===== config.mk =====
export PLATFORM = sky130hd
export DESIGN_NAME = puam_div_cell
export DESIGN_NICKNAME = d
export VERILOG_FILES = /design/src/rtl/core/perspective_unwarp_address_map_defines.svh /design/src/rtl/core/puam_pkg.sv /design/src/rtl/core/puam_div_cell.sv
export SDC_FILE = /design/constraint.sdc
export NUM_CORES = 1
export LEC_CHECK = 0
export BUFFER_PORTS_ARGS = -buffer_cell sky130_fd_sc_hd__buf_2
export CELL_PAD_IN_SITES_DETAIL_PLACEMENT = 1
export CELL_PAD_IN_SITES_GLOBAL_PLACEMENT = 1
export CORE_UTILIZATION = 39
export CTS_BUF_LIST = sky130_fd_sc_hd__clkbuf_16
export CTS_CLUSTER_DIAMETER = 100
export CTS_CLUSTER_SIZE = 40
export DETAILED_ROUTE_END_ITERATION = 7
export PLACE_DENSITY = 0.87
export SETUP_SLACK_MARGIN = 0.05
export SLEW_MARGIN = 30
export SYNTH_ARGS = -nofsm -noshare
export SYNTH_HDL_FRONTEND = slang
export SYNTH_SLANG_ARGS = --single-unit

===== constraint.sdc =====
create_clock -name clk -period 7.3 [get_ports clk]
set_input_delay 1.095 -clock clk [delete_from_list [all_inputs] [get_ports clk]]
set_output_delay 1.095 -clock clk [all_outputs]
set_load 0.005 [all_outputs]

===== src/rtl/core/perspective_unwarp_address_map_defines.svh =====
// ---------------------------------------------------------------------------
// assertion macros used by the address map top module
// ---------------------------------------------------------------------------
`ifndef PERSPECTIVE_UNWARP_ADDRESS_MAP_DEFINES_SVH
`define PERSPECTIVE_UNWARP_ADDRESS_MAP_DEFINES_SVH

// implication checked on every clock, ignored during reset
`define PUAM_ASSERT_IMP(label, ante, cons, msg) \
  label: assert property (@(posedge clk) disable iff (!rst_n) (ante) |-> (cons)) \
    else $error(msg);

// implication whose consequent is checked in the following cycle
`define PUAM_ASSERT_NXT(label, ante, cons, msg) \
  label: assert property (@(posedge clk) disable iff (!rst_n) (ante) |=> (cons)) \
    else $error(msg);

`endif


===== src/rtl/core/puam_pkg.sv =====
// ---------------------------------------------------------------------------
// puam_pkg
// shared widths and constants of the projective address map
// ---------------------------------------------------------------------------
package puam_pkg;
  localparam int MaxDim    = 4096;
  localparam int DimW      = 13;
  localparam int CoordW    = 12;
  localparam int CoefW     = 32;
  localparam int NumW      = 46;   // a*x + b*y + c, Q16.16
  localparam int DenW      = 46;   // g*x + h*y + 2^30, Q2.30
  localparam int DividW    = 60;   // numerator scaled by 2^14
  localparam int QuoW      = 18;   // quotient bits kept, saturate to 16 beyond
  localparam int NumCells  = QuoW;
  localparam int IdxW      = 24;

  localparam logic [2:0] RegA = 3'd0;
  localparam logic [2:0] RegB = 3'd1;
  localparam logic [2:0] RegC = 3'd2;
  localparam logic [2:0] RegD = 3'd3;
  localparam logic [2:0] RegE = 3'd4;
  localparam logic [2:0] RegF = 3'd5;
  localparam logic [2:0] RegG = 3'd6;
  localparam logic [2:0] RegH = 3'd7;

  // magnitude division token handed between cells
  typedef struct packed {
    logic              vld;
    logic [DividW-1:0] rem_hi;    // partial remainder
    logic [QuoW-1:0]   quo;       // quotient bits so far
    logic              ovf;       // magnitude too big for QuoW bits
  } div_tok_t;

  // side information riding along the chain
  typedef struct packed {
    logic              vld;
    logic              zero_den;
    logic              neg_x;
    logic              neg_y;
    logic [DimW-1:0]   width;
    logic [DimW-1:0]   height;
  } side_t;
endpackage


===== src/rtl/core/puam_div_cell.sv =====
// ---------------------------------------------------------------------------
// puam_div_cell
// one restoring division step for quotient bit k of both coordinates
// ---------------------------------------------------------------------------
module puam_div_cell (
  input  logic                          clk,
  input  logic                          rst_n,
  input  logic [4:0]                    bit_k,
  input  puam_pkg::div_tok_t            tx_i,
  input  puam_pkg::div_tok_t            ty_i,
  input  logic [puam_pkg::DenW-1:0]     den_i,
  input  puam_pkg::side_t               side_i,
  output puam_pkg::div_tok_t            tx_o,
  output puam_pkg::div_tok_t            ty_o,
  output logic [puam_pkg::DenW-1:0]     den_o,
  output puam_pkg::side_t               side_o
);
  import puam_pkg::*;

  div_tok_t tx_nxt, ty_nxt, tx_r, ty_r;
  logic [DenW-1:0] den_r;
  side_t side_r;

  // rem >= den << k  ?  subtract and set bit k
  function automatic div_tok_t step(div_tok_t t, logic [DenW-1:0] d, logic [4:0] k);
    logic [DividW+QuoW-1:0] sh;
    div_tok_t r;
    sh = ({{(DividW+QuoW-DenW){1'b0}}, d}) << k;
    r = t;
    if ({{QuoW{1'b0}}, t.rem_hi} >= sh) begin
      r.rem_hi = DividW'({{QuoW{1'b0}}, t.rem_hi} - sh);
      r.quo[k] = 1'b1;
    end
    return r;
  endfunction

  always_comb begin
    tx_nxt = step(tx_i, den_i, bit_k);
    ty_nxt = step(ty_i, den_i, bit_k);
  end

  always_ff @(posedge clk) begin
    if (!rst_n) begin
      tx_r.vld   <= 1'b0;
      ty_r.vld   <= 1'b0;
      side_r.vld <= 1'b0;
    end else begin
      tx_r.vld   <= tx_i.vld;
      ty_r.vld   <= ty_i.vld;
      side_r.vld <= side_i.vld;
    end
    tx_r.rem_hi <= tx_nxt.rem_hi;
    tx_r.quo    <= tx_nxt.quo;
    tx_r.ovf    <= tx_nxt.ovf;
    ty_r.rem_hi <= ty_nxt.rem_hi;
    ty_r.quo    <= ty_nxt.quo;
    ty_r.ovf    <= ty_nxt.ovf;
    den_r       <= den_i;
    side_r.zero_den <= side_i.zero_den;
    side_r.neg_x    <= side_i.neg_x;
    side_r.neg_y    <= side_i.neg_y;
    side_r.width    <= side_i.width;
    side_r.height   <= side_i.height;
  end

  assign tx_o = tx_r;
  assign ty_o = ty_r;
  assign den_o = den_r;
  assign side_o = side_r;
endmodule


==> results_dict.tcl <==
set metrics [dict create \
    post-cts-setup-buffers 0 \
    finalHoldViolations 0 \
    worst_path_max_delay_cell "mux4_2" \
    max-cap-violations 0 \
    hold_path_depth 1 \
    die-area_sq_um 43820 \
    max_stage_delay_ns 0.61 \
    synthTopCellsByArea "dfxtp_1, ha_1, mux2_2" \
    num_vias 17170 \
    holdPathEnd "side_o[23]$_DFF_P_" \
    synth_cells 1939 \
    overflow 0 \
    synth_edf_count 0 \
    setup_viol 0 \
    final_common_cell "buf_2" \
    slew_viol_final 0 \
    yosysTopAreaCellShare 0.2818 \
    syn_area_sq_um 16760 \
    synth_warnings 0 \
    cts.sinks 236 \
    yosys_most_used_dff "dfxtp_1" \
    drive_above_1_share 0.3015 \
    nFillCells 5130 \
    dieWidth_um 209.3 \
    ys_seq_elements 236 \
    power_leakage_nw 9.314 \
    area_growth_pct 19.73 \
    root_buffer "clkbuf_16" \
    cts_buffers 13 \
    firstDrtPassIters 5 \
    mostFrequentLayoutCells "buf_2, dfxtp_1, nand2_1, a21oi_1, nor2_1" \
    fin_crit_sh 0.8862 \
    io_pins 479 \
    worst_setup_path_end_kind "flop" \
    drc 0 \
    core_area_sq_um 42130 \
    min_period_ns 6.469 \
    drt_iter0_drc 942 \
    whs_ns 0.6393 \
    fmax_mhz 154.6 \
    ctsHtreeMaxLevel 1 \
    seqCellArea_sq_um 4725 \
    avgViaCountPerCell 5.908 \
    hpwl_um 58500 \
    worstPathCellList "buf_4 -> mux4_2 -> a21oi_1 -> mux2i_1 -> a21oi_1 -> ha_1 -> and4_1 -> nand2_1 -> nor4b_1 -> o311ai_0 -> a311oi_1 -> buf_4 -> o211ai_1 -> a21boi_0 -> o21a_2 -> buf_12 -> mux2_2" \
    crit_fanout 45 \
    wirelength_um 70370 \
    hold_class "primary input to flop" \
    power.internal_w 0.002648 \
    holdBufCountCts 0 \
    antenna_found_initial 4 \
    p_per_area_nw_per_um2 220.7 \
    cts_tree "done" \
    fin_util 0.4764 \
    required_ns 7.73 \
    worstSetupPathType "primary input to flop" \
    grt_pass1_vias 18060 \
    synth_largest_area_cell "dfxtp_1" \
    pwr-share-seq 0.339 \
    num_rows 75 \
    critPathArrivalTime_ns 6.90 \
    synthDistinctLibCells 77 \
    setup-tns-final_ns 0 \
    routedWlPerCell_um 24.21 \
    outcome "finished, final reports clean" \
    place_inst 2883 \
    multi_input_area_sq_um 11320 \
    initial_core_util 0.3979 \
    worst_pin_slew_ns 1.007 \
    power.switching_w 0.001783 \
    ir_worst_vdd_v 0.0002483 \
    p_comb_frac 0.461 \
    grt_max_degree 50 \
    async_flop_share 0 \
    final-instance-count-excl-fill 2906 \
    clockPowerShare 0.199 \
    port_buffers 478 \
    postRouteAntennaNets 0 \
    grt_setup_unrepaired "no" \
    clk_pin_slew_ns 0.11 \
    synth.yosys.seq_area_share 0.2818 \
    cts_resized 0 \
    syn_nets 2304 \
    stdcell_area_sq_um 20070 \
    cts_buffer_depth 3 \
    sw_frac_of_total 0.4023 \
    groute.usage.overall 0.3106 \
    slew_headroom 0.3236 \
    grt_first_pass_wirelength_um 105500 \
    gp_congestion 0.9816 \
    placed_cell_area_sq_um 19620 \
    fin_nets 2724 \
    synth.avg_cell_area_sq_um 8.645 \
    hp-start "side_i[23]" \
    die_h_um 209.3 \
    start_kind "primary input" \
]
## worst max-delay path: cells and delay by family
family / cells / cell delay [ns]
AO/OA/AOI/OAI: 7 / 2.24
multiplexers: 3 / 1.23
adder cells (fa/ha/maj): 1 / 0.34
buffers and inverters: 3 / 0.96
AND/OR/NAND/NOR: 3 / 0.93
## kinds of logic after synthesis
logic type,share of synthesized area
fa+ha+maj,0.09195
simple gates,0.1454
compound gates,0.2227
buf+inv,0.04359
mux,0.1586
flops,0.2818
xor+xnor,0.05590
## synth_stat cells (all sizes together), types with 28 or more instances
cell,number
dfxtp,236
nand2,205
a21oi,162
nor2,154
ha,120
o21ai,113
mux2,112
a21o,98
clkbuf,71
xnor2,68
inv,52
mux2i,44
mux4,41
xor2,39
nand4,38
buf,37
o21bai,34
nor3,29
a31oi,28
## routing by layer
layer	wire, um	GRT usage	share of wire
met1	28660	0.3762	0.41
met2	34990	0.5531	0.50
met3	4188	0.05207	0.060
met4	2489	0.1070	0.035
met5	30	0	0.00043
## power groups by stage
stage	Combinational, W	Clock [W]	Sequential [W]
finish	0.00204	0.000883	0.00150
global route	0.00219	0.000946	0.00152
CTS	0.00202	0.000911	0.00151
detailed placement	0.00200	0	0.00153
global placement	0.00196	0	0.00153
floorplan	0.00124	0	0.00155
## how the worst max path moves through the flow
| stage | startpoint | endpoint | slack, ns |
|---|---|---|---|
| finish | bit_k[0] | ty_o[48]$_DFF_P_ | 0.83 |
| CTS | bit_k[0] | ty_o[58]$_DFF_P_ | 0.97 |
| detailed placement | bit_k[0] | ty_o[48]$_DFF_P_ | 0.46 |
| global route | bit_k[0] | ty_o[58]$_DFF_P_ | 0.50 |
| global placement | bit_k[0] | ty_o[25]$_DFF_P_ | 0.47 |
| floorplan | bit_k[1] | ty_o[45]$_DFF_P_ | 1.33 |
## area by class of cell
class,instances,area share
Multi-Input combinational cell,1540,0.5638
Clock buffer,13,0.01621
Tap cell,539,0.03360
Clock inverter,8,0.005548
Sequential cell,236,0.2354
Inverter,55,0.01029
Timing Repair Buffer,513,0.1349
Antenna cell,2,0.0002493
## through the flow
| stage | power, W | worst slack [ns] |
|---|---|---|
| after floorplan | 0.002787 | 1.334 |
| after global placement | 0.003489 | 0.4744 |
| after detailed placement | 0.003535 | 0.4567 |
| after CTS | 0.004434 | 0.9676 |
| after global routing | 0.004658 | 0.4968 |
| final | 0.004431 | 0.8310 |
## sequential cells by signal (all words and copies together), names as in the netlist
name,cells
side_o,30
ty_o,80
den_o,46
tx_o,80
No activity file was read; power rests on OpenSTA's default activity.
